<file path="config.mk">
export PLATFORM = sky130hd
export DESIGN_NAME = per_slot_latency_statistics_unit
export DESIGN_NICKNAME = d
export VERILOG_FILES = /design/src/rtl/psls_pkg.sv /design/src/rtl/psls_ctrl.sv /design/src/rtl/psls_dpath.sv /design/src/rtl/per_slot_latency_statistics_unit.sv
export SDC_FILE = /design/constraint.sdc
export NUM_CORES = 2
export LEC_CHECK = 0
export BUFFER_PORTS_ARGS = -buffer_cell sky130_fd_sc_hd__buf_2
export CAP_MARGIN = 20
export CORE_MARGIN = 2
export CORE_UTILIZATION = 63
export DETAILED_ROUTE_END_ITERATION = 7
export PLACE_DENSITY = 0.81
export RECOVER_POWER = 25
export SLEW_MARGIN = 40
export SYNTH_ARGS = -nofsm -noshare
export SYNTH_HDL_FRONTEND = slang
export SYNTH_SLANG_ARGS = --single-unit
export TNS_END_PERCENT = 5
</file>
<file path="constraint.sdc">
create_clock -name clock -period 10.75 [get_ports clock]
set_input_delay 0.5375 -clock clock [delete_from_list [all_inputs] [get_ports clock]]
set_output_delay 0.5375 -clock clock [all_outputs]
set_load 0.05 [all_outputs]
</file>
<file path="src/rtl/psls_pkg.sv">
package psls_pkg;

   localparam int NUM_SLOTS = 8;
   localparam int SLOT_W = (NUM_SLOTS > 1) ? $clog2(NUM_SLOTS) : 1;
   localparam int ID_W = 8;
   localparam int CLK_W = 10;
   localparam int DATA_W = 32;
   localparam int SUM_W = 64;

   localparam logic [CLK_W-1:0] FALLBACK_MHZ = 10'd480;

   localparam int REC_STEPS = DATA_W;
   localparam int REP_STEPS = SUM_W;
   localparam int STEP_W = $clog2(REP_STEPS);

   localparam logic KIND_RECORD = 1'b0;
   localparam logic KIND_REPORT = 1'b1;

   typedef enum logic [2:0] {
      S_IDLE,
      S_REC_DIV,
      S_REC_UPD,
      S_REP_LD,
      S_REP_DIV,
      S_REP_CAP,
      S_REP_OUT
   } psls_state_type;

   typedef struct packed {
      logic              load_rec;
      logic              load_rep;
      logic              step;
      logic              update;
      logic              capture;
      logic              clear;
      logic [SLOT_W-1:0] slot;
   } psls_cmd_type;

endpackage

</file>
<file path="src/rtl/psls_ctrl.sv">
module psls_ctrl (
   input  logic                  clock,
   input  logic                  reset,
   input  logic                  req_valid,
   input  logic                  req_kind,
   output logic                  req_ready,
   output logic                  rsp_valid,
   input  logic                  rsp_ready,
   output psls_pkg::psls_cmd_type cmd
);

   psls_pkg::psls_state_type state_ff, state_in;
   logic [psls_pkg::STEP_W-1:0] step_ff, step_in;
   logic [psls_pkg::SLOT_W-1:0] idx_ff, idx_in;
   logic last_slot;
   logic rec_done;
   logic rep_done;

   assign last_slot = (idx_ff == psls_pkg::SLOT_W'(psls_pkg::NUM_SLOTS - 1));
   assign rec_done = (step_ff == psls_pkg::STEP_W'(psls_pkg::REC_STEPS - 1));
   assign rep_done = (step_ff == psls_pkg::STEP_W'(psls_pkg::REP_STEPS - 1));

   always_comb begin
      state_in = state_ff;
      case (state_ff)
         psls_pkg::S_IDLE: begin
            if (req_valid) begin
               state_in = (req_kind == psls_pkg::KIND_REPORT) ? psls_pkg::S_REP_LD
                                                              : psls_pkg::S_REC_DIV;
            end
         end
         psls_pkg::S_REC_DIV: begin
            if (rec_done) state_in = psls_pkg::S_REC_UPD;
         end
         psls_pkg::S_REC_UPD: state_in = psls_pkg::S_IDLE;
         psls_pkg::S_REP_LD:  state_in = psls_pkg::S_REP_DIV;
         psls_pkg::S_REP_DIV: begin
            if (rep_done) state_in = psls_pkg::S_REP_CAP;
         end
         psls_pkg::S_REP_CAP: state_in = psls_pkg::S_REP_OUT;
         psls_pkg::S_REP_OUT: begin
            if (rsp_ready) state_in = last_slot ? psls_pkg::S_IDLE : psls_pkg::S_REP_LD;
         end
         default: state_in = psls_pkg::S_IDLE;
      endcase
   end

   always_comb begin
      step_in = step_ff;
      idx_in = idx_ff;
      if (state_ff == psls_pkg::S_REC_DIV || state_ff == psls_pkg::S_REP_DIV) begin
         step_in = step_ff + psls_pkg::STEP_W'(1);
         if ((state_ff == psls_pkg::S_REC_DIV && rec_done) ||
             (state_ff == psls_pkg::S_REP_DIV && rep_done)) begin
            step_in = '0;
         end
      end
      if (state_ff == psls_pkg::S_REP_OUT && rsp_ready) begin
         idx_in = last_slot ? '0 : idx_ff + psls_pkg::SLOT_W'(1);
      end
   end

   always_comb begin
      req_ready = 1'b0;
      rsp_valid = 1'b0;
      cmd = '0;
      cmd.slot = idx_ff;
      case (state_ff)
         psls_pkg::S_IDLE: begin
            req_ready = 1'b1;
            cmd.load_rec = req_valid && (req_kind == psls_pkg::KIND_RECORD);
         end
         psls_pkg::S_REC_DIV: cmd.step = 1'b1;
         psls_pkg::S_REC_UPD: cmd.update = 1'b1;
         psls_pkg::S_REP_LD:  cmd.load_rep = 1'b1;
         psls_pkg::S_REP_DIV: cmd.step = 1'b1;
         psls_pkg::S_REP_CAP: cmd.capture = 1'b1;
         psls_pkg::S_REP_OUT: begin
            rsp_valid = 1'b1;
            cmd.clear = rsp_ready && last_slot;
         end
         default: begin
            req_ready = 1'b0;
         end
      endcase
   end

   always_ff @(posedge clock) begin
      if (reset) begin
         state_ff <= psls_pkg::S_IDLE;
         step_ff <= '0;
         idx_ff <= '0;
      end else begin
         state_ff <= state_in;
         step_ff <= step_in;
         idx_ff <= idx_in;
      end
   end

endmodule

</file>
<file path="src/rtl/psls_dpath.sv">
module psls_dpath (
   input  logic                               clock,
   input  logic                               reset,
   input  psls_pkg::psls_cmd_type             cmd,
   input  logic                               csr_wr_en,
   input  logic [psls_pkg::CLK_W-1:0]         csr_wr_data,
   input  logic [psls_pkg::ID_W-1:0]          req_slot_id,
   input  logic [psls_pkg::DATA_W-1:0]        req_start_cycle,
   input  logic [psls_pkg::DATA_W-1:0]        req_end_cycle,
   output logic [psls_pkg::ID_W-1:0]          rsp_report_slot,
   output logic [psls_pkg::DATA_W-1:0]        rsp_max_us,
   output logic [psls_pkg::DATA_W-1:0]        rsp_avg_us,
   output logic [psls_pkg::DATA_W-1:0]        rsp_sample_count,
   output logic                               rsp_last
);

   localparam int DW = psls_pkg::DATA_W;
   localparam int SW = psls_pkg::SUM_W;
   localparam int NS = psls_pkg::NUM_SLOTS;

   logic [psls_pkg::CLK_W-1:0] clk_mhz_ff;

   logic [DW-1:0] max_ff [NS];
   logic [SW-1:0] sum_ff [NS];
   logic [DW-1:0] cnt_ff [NS];

   logic [SW-1:0] dvd_ff, dvd_in;
   logic [DW-1:0] rem_ff, rem_in;
   logic [DW-1:0] dsr_ff, dsr_in;
   logic [psls_pkg::SLOT_W-1:0] slot_ff;
   logic slot_ok_ff;

   logic [psls_pkg::ID_W-1:0] rsp_slot_ff;
   logic [DW-1:0] rsp_max_ff;
   logic [DW-1:0] rsp_avg_ff;
   logic [DW-1:0] rsp_cnt_ff;
   logic rsp_last_ff;

   logic [psls_pkg::SLOT_W-1:0] rd_idx;
   logic [DW-1:0] max_rd;
   logic [SW-1:0] sum_rd;
   logic [DW-1:0] cnt_rd;
   logic [DW:0] trial;
   logic [DW:0] diff;
   logic fits;
   logic [psls_pkg::CLK_W-1:0] divisor;
   logic [DW-1:0] us;
   logic [SW:0] sum_ext;
   logic [SW-1:0] sum_new;
   logic [DW-1:0] max_new;
   logic [DW-1:0] cnt_new;
   logic [DW-1:0] avg;

   assign rd_idx = cmd.update ? slot_ff : cmd.slot;
   assign max_rd = max_ff[rd_idx];
   assign sum_rd = sum_ff[rd_idx];
   assign cnt_rd = cnt_ff[rd_idx];

   assign divisor = (clk_mhz_ff == '0) ? psls_pkg::FALLBACK_MHZ : clk_mhz_ff;

   // One radix-2 restoring step per cycle; quotient bits shift into the dividend.
   assign trial = {rem_ff, dvd_ff[SW-1]};
   assign diff = trial - {1'b0, dsr_ff};
   assign fits = (trial >= {1'b0, dsr_ff});

   always_comb begin
      dvd_in = dvd_ff;
      rem_in = rem_ff;
      dsr_in = dsr_ff;
      if (cmd.load_rec) begin
         dvd_in = {req_end_cycle - req_start_cycle, DW'(0)};
         rem_in = '0;
         dsr_in = DW'(divisor);
      end else if (cmd.load_rep) begin
         dvd_in = sum_rd;
         rem_in = '0;
         dsr_in = cnt_rd;
      end else if (cmd.step) begin
         dvd_in = {dvd_ff[SW-2:0], fits};
         rem_in = fits ? diff[DW-1:0] : trial[DW-1:0];
      end
   end

   assign us = dvd_ff[DW-1:0];
   assign sum_ext = {1'b0, sum_rd} + {(SW + 1 - DW)'(0), us};
   assign sum_new = sum_ext[SW] ? {SW{1'b1}} : sum_ext[SW-1:0];
   assign max_new = (us > max_rd) ? us : max_rd;
   assign cnt_new = (cnt_rd == {DW{1'b1}}) ? cnt_rd : cnt_rd + DW'(1);

   always_comb begin
      if (cnt_rd == '0) begin
         avg = '0;
      end else if (dvd_ff[SW-1:DW] != '0) begin
         avg = {DW{1'b1}};
      end else begin
         avg = dvd_ff[DW-1:0];
      end
   end

   always_ff @(posedge clock) begin
      if (reset) begin
         clk_mhz_ff <= psls_pkg::FALLBACK_MHZ;
      end else if (csr_wr_en) begin
         clk_mhz_ff <= csr_wr_data;
      end
   end

   always_ff @(posedge clock) begin
      dvd_ff <= dvd_in;
      rem_ff <= rem_in;
      dsr_ff <= dsr_in;
      if (cmd.load_rec) begin
         slot_ff <= req_slot_id[psls_pkg::SLOT_W-1:0];
         slot_ok_ff <= (req_slot_id < psls_pkg::ID_W'(NS));
      end
      if (cmd.capture) begin
         rsp_slot_ff <= psls_pkg::ID_W'(cmd.slot);
         rsp_max_ff <= max_rd;
         rsp_avg_ff <= avg;
         rsp_cnt_ff <= cnt_rd;
         rsp_last_ff <= (cmd.slot == psls_pkg::SLOT_W'(NS - 1));
      end
   end

   always_ff @(posedge clock) begin
      if (reset || cmd.clear) begin
         for (int i = 0; i < NS; i++) begin
            max_ff[i] <= '0;
            sum_ff[i] <= '0;
            cnt_ff[i] <= '0;
         end
      end else if (cmd.update && slot_ok_ff) begin
         max_ff[slot_ff] <= max_new;
         sum_ff[slot_ff] <= sum_new;
         cnt_ff[slot_ff] <= cnt_new;
      end
   end

   assign rsp_report_slot = rsp_slot_ff;
   assign rsp_max_us = rsp_max_ff;
   assign rsp_avg_us = rsp_avg_ff;
   assign rsp_sample_count = rsp_cnt_ff;
   assign rsp_last = rsp_last_ff;

endmodule

</file>
<file path="src/rtl/per_slot_latency_statistics_unit.sv">
// Per-slot latency statistics. A record transfer (kind 0) turns end minus start cycles into
// microseconds by dividing by csr_wr_data's clock in MHz (0 means 480) and folds the value
// into the slot's maximum, saturating sum and saturating count; ids at or beyond the slot
// count are dropped. A record keeps req_ready low from acceptance until the 32 steps of the
// shared one-bit-per-cycle divider and the table update are done. A report transfer (kind 1)
// yields one response per slot in slot order, the last one flagged, and clears the table
// after the last response is taken. For each slot the same divider forms the average in
// 64 steps before the response is offered, which then waits for rsp_ready. The table is
// cleared by reset and holds no item while it is busy.
module per_slot_latency_statistics_unit (
   input  logic                               clock,
   input  logic                               reset,
   input  logic                               csr_wr_en,
   input  logic [psls_pkg::CLK_W-1:0]         csr_wr_data,
   input  logic                               req_valid,
   output logic                               req_ready,
   input  logic                               req_kind,
   input  logic [psls_pkg::ID_W-1:0]          req_slot_id,
   input  logic [psls_pkg::DATA_W-1:0]        req_start_cycle,
   input  logic [psls_pkg::DATA_W-1:0]        req_end_cycle,
   output logic                               rsp_valid,
   input  logic                               rsp_ready,
   output logic [psls_pkg::ID_W-1:0]          rsp_report_slot,
   output logic [psls_pkg::DATA_W-1:0]        rsp_max_us,
   output logic [psls_pkg::DATA_W-1:0]        rsp_avg_us,
   output logic [psls_pkg::DATA_W-1:0]        rsp_sample_count,
   output logic                               rsp_last
);

   psls_pkg::psls_cmd_type cmd;

   psls_ctrl u_ctrl (
      .clock     (clock),
      .reset     (reset),
      .req_valid (req_valid),
      .req_kind  (req_kind),
      .req_ready (req_ready),
      .rsp_valid (rsp_valid),
      .rsp_ready (rsp_ready),
      .cmd       (cmd)
   );

   psls_dpath u_dpath (
      .clock            (clock),
      .reset            (reset),
      .cmd              (cmd),
      .csr_wr_en        (csr_wr_en),
      .csr_wr_data      (csr_wr_data),
      .req_slot_id      (req_slot_id),
      .req_start_cycle  (req_start_cycle),
      .req_end_cycle    (req_end_cycle),
      .rsp_report_slot  (rsp_report_slot),
      .rsp_max_us       (rsp_max_us),
      .rsp_avg_us       (rsp_avg_us),
      .rsp_sample_count (rsp_sample_count),
      .rsp_last         (rsp_last)
   );

   a_busy_while_responding: assert property (@(posedge clock) disable iff (reset)
      rsp_valid |-> !req_ready)
      else $error("Request accepted while a response is pending.");

   a_idle_after_last: assert property (@(posedge clock) disable iff (reset)
      rsp_valid && rsp_ready && rsp_last |=> req_ready && !rsp_valid)
      else $error("Block did not return to idle after the last response.");

   a_record_silent: assert property (@(posedge clock) disable iff (reset)
      req_valid && req_ready && (req_kind == psls_pkg::KIND_RECORD) |=> !rsp_valid)
      else $error("Record transfer produced a response.");

endmodule

</file>
After elaboration in Yosys (flattened, before gate mapping)
Memories as Yosys holds them, arrays and structs flattened.
Index checks and enable logic that the tools add are counted.
- RAM bits: 1024
- word-level logic and storage cells: 108
- bits in registers: 254
- memories kept: 3
- memories (memory ; depth ; bits a word ; rd ports ; clocked after memory_dff ; wr ports ; RTL line ; text):
    u_dpath.sum_ff ; 8 ; 64 ; 1 ; 0 ; 8 ; psls_dpath.sv:24 ; logic [SW-1:0] sum_ff [NS];
    u_dpath.cnt_ff ; 8 ; 32 ; 1 ; 0 ; 8 ; psls_dpath.sv:25 ; logic [DW-1:0] cnt_ff [NS];
    u_dpath.max_ff ; 8 ; 32 ; 1 ; 0 ; 8 ; psls_dpath.sv:23 ; logic [DW-1:0] max_ff [NS];
- reductions and logical operators: 22
- bitwise operators: 1
- multiplexer cells: 43
- add/subtract/negate cells: 6
- order comparisons: 3
- eq/ne operators: 14
- operators with widths (operator ; count):
    two-way mux 64 bit ; 5
    two-way mux 32 bit ; 6
    adder 64 x 32 -> 65 bit ; 1
    OR reduction 32 bit ; 2
    OR reduction 64 bit ; 1
    subtractor 32 bit ; 2
    >= comparator 33 x 32 -> 1 bit ; 1
    adder 32 x 1 -> 32 bit, second input constant ; 1
    == test 32 bit, second input constant ; 1
    > comparator 32 bit ; 1
    logical NOT 32 bit ; 1
    nonzero test 32 bit ; 1
    two-way mux 10 bit ; 3
    two-way mux 3 bit ; 9
    case mux 3 bit (6 select lines) ; 1
    two-way mux 1 bit ; 16
    == test 3 bit, second input constant ; 4
    logical NOT 10 bit ; 1
    < comparator 8 x 4 -> 1 bit, second input constant ; 1
    adder 6 x 1 -> 6 bit, second input constant ; 1
    == test 3 x 2 -> 1 bit, second input constant ; 2
    == test 6 x 5 -> 1 bit, second input constant ; 1
    == test 6 bit, second input constant ; 1
    logical AND 1 bit ; 6
    13 further kinds ; 20

Longest topological paths before layout
- depth after elaboration: 8
- mapped depth: 32

Cells and area by module
A second synthesis with hierarchy kept.
- cells, all modules: 6462
- area, all modules: 64827.2 um^2
- by module, submodules not included (module ; cells an instance ; times used ; area each (um^2) ; sequential area each (um^2)):
    psls_dpath ; 6379 ; 1 ; 64080.2 ; 37055.5
    psls_ctrl ; 83 ; 1 ; 747.0 ; 240.2

Worst setup path after synthesis
No wires, ideal clock.
- path kind: register to register
- start: register u_ctrl.state_ff[1]
- end: register u_dpath.rsp_avg_ff[0], in the netlist u_dpath.rsp_avg_us[0] (enable)
- setup time: 0.682 ns
- data arrival time: 7.382 ns
- stages on the path, launching flop included: 4
- period minus slack after synthesis: 8.064 ns
- setup slack: 2.686 ns
- cells stage by stage: dfxtp_1 -> buf_4 -> clkbuf_1 -> nor3_1
- cells in the longest elaborated chain, start to end: 2
- RTL lines (element ; RTL line ; text):
    start: declaration ; psls_ctrl.sv:12 ; psls_pkg::psls_state_type state_ff, state_in;
    start signal: assignment ; psls_ctrl.sv:90 ; state_ff <= psls_pkg::S_IDLE;
    start signal: assignment ; psls_ctrl.sv:94 ; state_ff <= state_in;
    == test 3 bit ; psls_ctrl.sv:68 ; case (state_ff)
    two-way mux 1 bit ; psls_ctrl.sv:68 ;
    end signal: assignment ; psls_dpath.sv:119 ; rsp_avg_ff <= avg;
    end: declaration ; psls_dpath.sv:35 ; logic [DW-1:0] rsp_avg_ff;
Every way passes these cells.
A chain may end at the register's enable or synchronous reset.

==> qor.csv <==
stage,metric,value,unit
detailed_routing,via_count,49875,
logic_synthesis,async_reset_ff_frac,0,
die,die_h,321.2,µm
logic_synthesis,synth_top_cell_area_share,0.5541,
cts,cts.sinks,1278,
detailed_routing,dr.pass1.iters,8,
cts,holdBufCountCts,6,
timing,finalSetupTns,0,ps
timing,rsz0062_at_grt,no,
logic_synthesis,synth_ff_type,edfxtp_1,
cts,cts_max_level,4,
logic_synthesis,yosys-top-cells-count,"edfxtp_1 (1,170), nor2_1 (1,115), nand2_1 (771), clkbuf_1 (278), mux2i_1 (253)",
logic_synthesis,syn_inst,5910,
placement,dp_hpwl,108100,µm
timing,slew_headroom,-1.905,
timing,worst_pin_slew,4358,ps
timing,hold_violations,0,
logic_synthesis,ys_ff_latch,1278,
outcome,violations,"design-rule violations, max-capacitance violations, max-slew violations",
logic_synthesis,seq_area_frac_synth,0.5882,
logic_synthesis,synth-edff-count,1170,
critical_path,critical-path-slowest-cell,clkbuf_1,
detailed_routing,vias_per_cell,6.782,
global_route,grt_usage,0.3578,
critical_path,cp_slowest_stage_delay,1690,ps
cts,cts-resized-gates,0,
placement,gp_congestion,0.9352,
cts,clockBufferDepth,3,
critical_path,crit_top_cell,buf_4,
finish,drive_gt1_frac,0.08801,
critical_path,crit_family,buffers and inverters,
die,core_area,100000,µm²
die,dieWidth,321.2,µm
logic_synthesis,syn-cell-area,63400,µm²
logic_synthesis,yosys_warnings,0,
cts,path_clk_slew,70,ps
cts,cts_setup_buffers,0,
finish,finalNetCount,6175,
detailed_routing,drtAntennaViolNets,0,
power,p_leak,25.93,nW
global_route,grt_max_degree,186,
critical_path,path_max_fanout,55,
timing,fin_crit_sh,0.8889,
flow_run,maxCapViolations,24,
critical_path,crit_arrival,10030,ps
logic_synthesis,yosys.area.top_type,edfxtp_1,
logic_synthesis,synth_area_leaders,"edfxtp_1 (55%), nor2_1 (6.6%), nand2_1 (4.6%)",
global_route,grt_pass1_wl,280900,µm
die,die_area,103200,µm²
detailed_routing,wirelength,188800,µm
power,power.density,248.1,nW/µm²
cts,cts_tree,done,
die,ios,195,
global_route,grt_pass1_vias,47908,
logic_synthesis,synth.avg_cell_area,10.73,µm²
cts,clock_latency,760,ps
detailed_routing,wire_per_inst,25.67,µm
placement,numPortBuffers,189,
logic_synthesis,yosysMostFrequentCell,edfxtp_1,
die,core.rowCount,116,
global_route,antenna_found_initial,3,
finish,diodes,0,
outcome,status,"complete, but fails checks",
timing,final_max_slew_viol_count,958,
timing,holdWs,44.65,ps
cts,cts_made_buffers,131,
critical_path,end_kind,flip-flop,
detailed_routing,drt-initial-drc-count,8782,
cts,cts_root_buf,clkbuf_16,
power,total_power,0.01730,W
critical_path,startpoint_type,flip-flop,
timing,fin_worst_skew,35.07,ps
critical_path,path_cells,or3b_1 > mux2i_1 > buf_6 > buf_4 > clkbuf_1 > a211oi_1 > a2111oi_0 > a22oi_1 > or4_1 > or2_1 > nor2_4 > buf_4 > and4b_1 > nor3_1,
global_route,grt_remaining_overflow,0,
timing,setup_viol,0,
power,ir_worst_vdd,181.5,µV
timing,finalWorstPathRequiredPeriod,9555,ps
detailed_routing,drc,3,
timing,fmax,104.7,MHz
logic_synthesis,synth_cell_types,103,
min_path,hold_class,in -> reg,
critical_path,crit_buf_inv,4,
critical_path,required,11230,ps
die,start_util,0.6340,
critical_path,worstSetupPathType,reg -> reg,
finish,syn_to_final_growth,9.944,%
-- cell type report --
| cell class | count | area, µm² |
|---|---|---|
| well taps | 1298 | 1624 |
| inverters | 238 | 893.4 |
| clock buffers | 175 | 3577 |
| multi-input cells | 3993 | 23700 |
| repair buffers | 309 | 1914 |
| clock inverters | 63 | 704.4 |
| flip-flops and latches | 1278 | 37300 |
| fillers | 6822 | 30290 |
-- worst paths after layout --
check	startpoint	endpoint	slack [ps]	cells past startpoint
worst max-delay path	u_ctrl.state_ff[1]	u_dpath.sum_ff[2][61]	1190	14
worst min-delay path	csr_wr_data[2]	u_dpath.clk_mhz_ff[2]	40	3
worst max register to register	u_ctrl.state_ff[1]	u_dpath.sum_ff[2][61]	1190	14
worst min register to register	u_dpath.dsr_ff[29]	u_dpath.dsr_ff[29]	470	2
-- layout by cell type (no fill, tap or decap), types with 16 or more instances in the layout --
cell type,Yosys,routed
nor4_1,22,22
o221ai_1,21,21
a311oi_1,74,74
a32oi_1,16,16
ha_1,133,133
o21a_1,55,55
buf_2,44,84
xor2_1,56,56
a21o_1,71,71
buf_4,23,60
o21ai_0,136,136
and3_1,85,84
nor2_1,1115,1111
nor2b_1,34,34
edfxtp_1,1170,1170
a22o_1,16,16
nand4_1,32,32
clkbuf_1,278,160
nor3_1,112,107
dfxtp_1,108,107
inv_1,236,237
nand2b_1,19,19
xnor2_1,55,53
nand2_1,771,766
a211oi_1,147,147
a22oi_1,26,25
clkbuf_16,0,134
mux2i_1,253,253
a31o_2,63,63
o211ai_1,22,22
nand3_1,190,188
a2111oi_0,63,59
a21oi_1,142,140
o22ai_1,18,18
clkinv_2,0,20
buf_6,10,18
-- tightest hold or removal path, delay by kind of cell --
family,cells,cell delay (ps)
simple gates,1,70
buf+inv,1,70
mux,1,60
-- metrics by stage --
stage,area [µm²],utilization,setup WS (ps),instances
after global routing,69710,0.6971,1098,7354
after global placement,65360,0.6536,2627,7098
after detailed placement,65600,0.6560,2764,7105
final,69710,0.6971,1195,7354
after floorplan,63420,-,2686,5914
after CTS,69940,0.6994,2661,7349
-- registers in the layout (all words and copies together), names as in the netlist, 64 cells and up --
signal and count:
u_dpath.sum_ff 512, u_dpath.max_ff 256, u_dpath.dvd_ff 64, u_dpath.cnt_ff 256
-- cells by family after synthesis --
group           count (synthesis)  share of synthesized area
buf+inv                       643                    0.04199
compound gates               1016                     0.1181
mux                           268                    0.04395
flops                        1278                     0.5882
fa+ha+maj                     136                    0.02719
other cells                     1                 0.00005914
xor+xnor                      114                    0.01628
simple gates                 2454                     0.1642
-- power breakdown --
group | internal (W) | total (W) | switching, W
logic | 0.00196 | 0.00640 | 0.00443
clock network | 0.00266 | 0.00460 | 0.00194
registers | 0.00596 | 0.00630 | 0.000335
-- per-layer routing --
| layer | up-vias | global-route usage | share of wire | wire length, µm |
|---|---|---|---|---|
| met3 | 627 | 0.1047 | 0.15 | 29210 |
| li1 | 21426 | - | - | - |
| met5 | - | 0 | 0.00041 | 78 |
| met1 | 23752 | 0.4788 | 0.36 | 67220 |
| met2 | 4060 | 0.5475 | 0.45 | 84810 |
| met4 | 10 | 0.1534 | 0.040 | 7490 |
(Power assumes the default switching activity.)
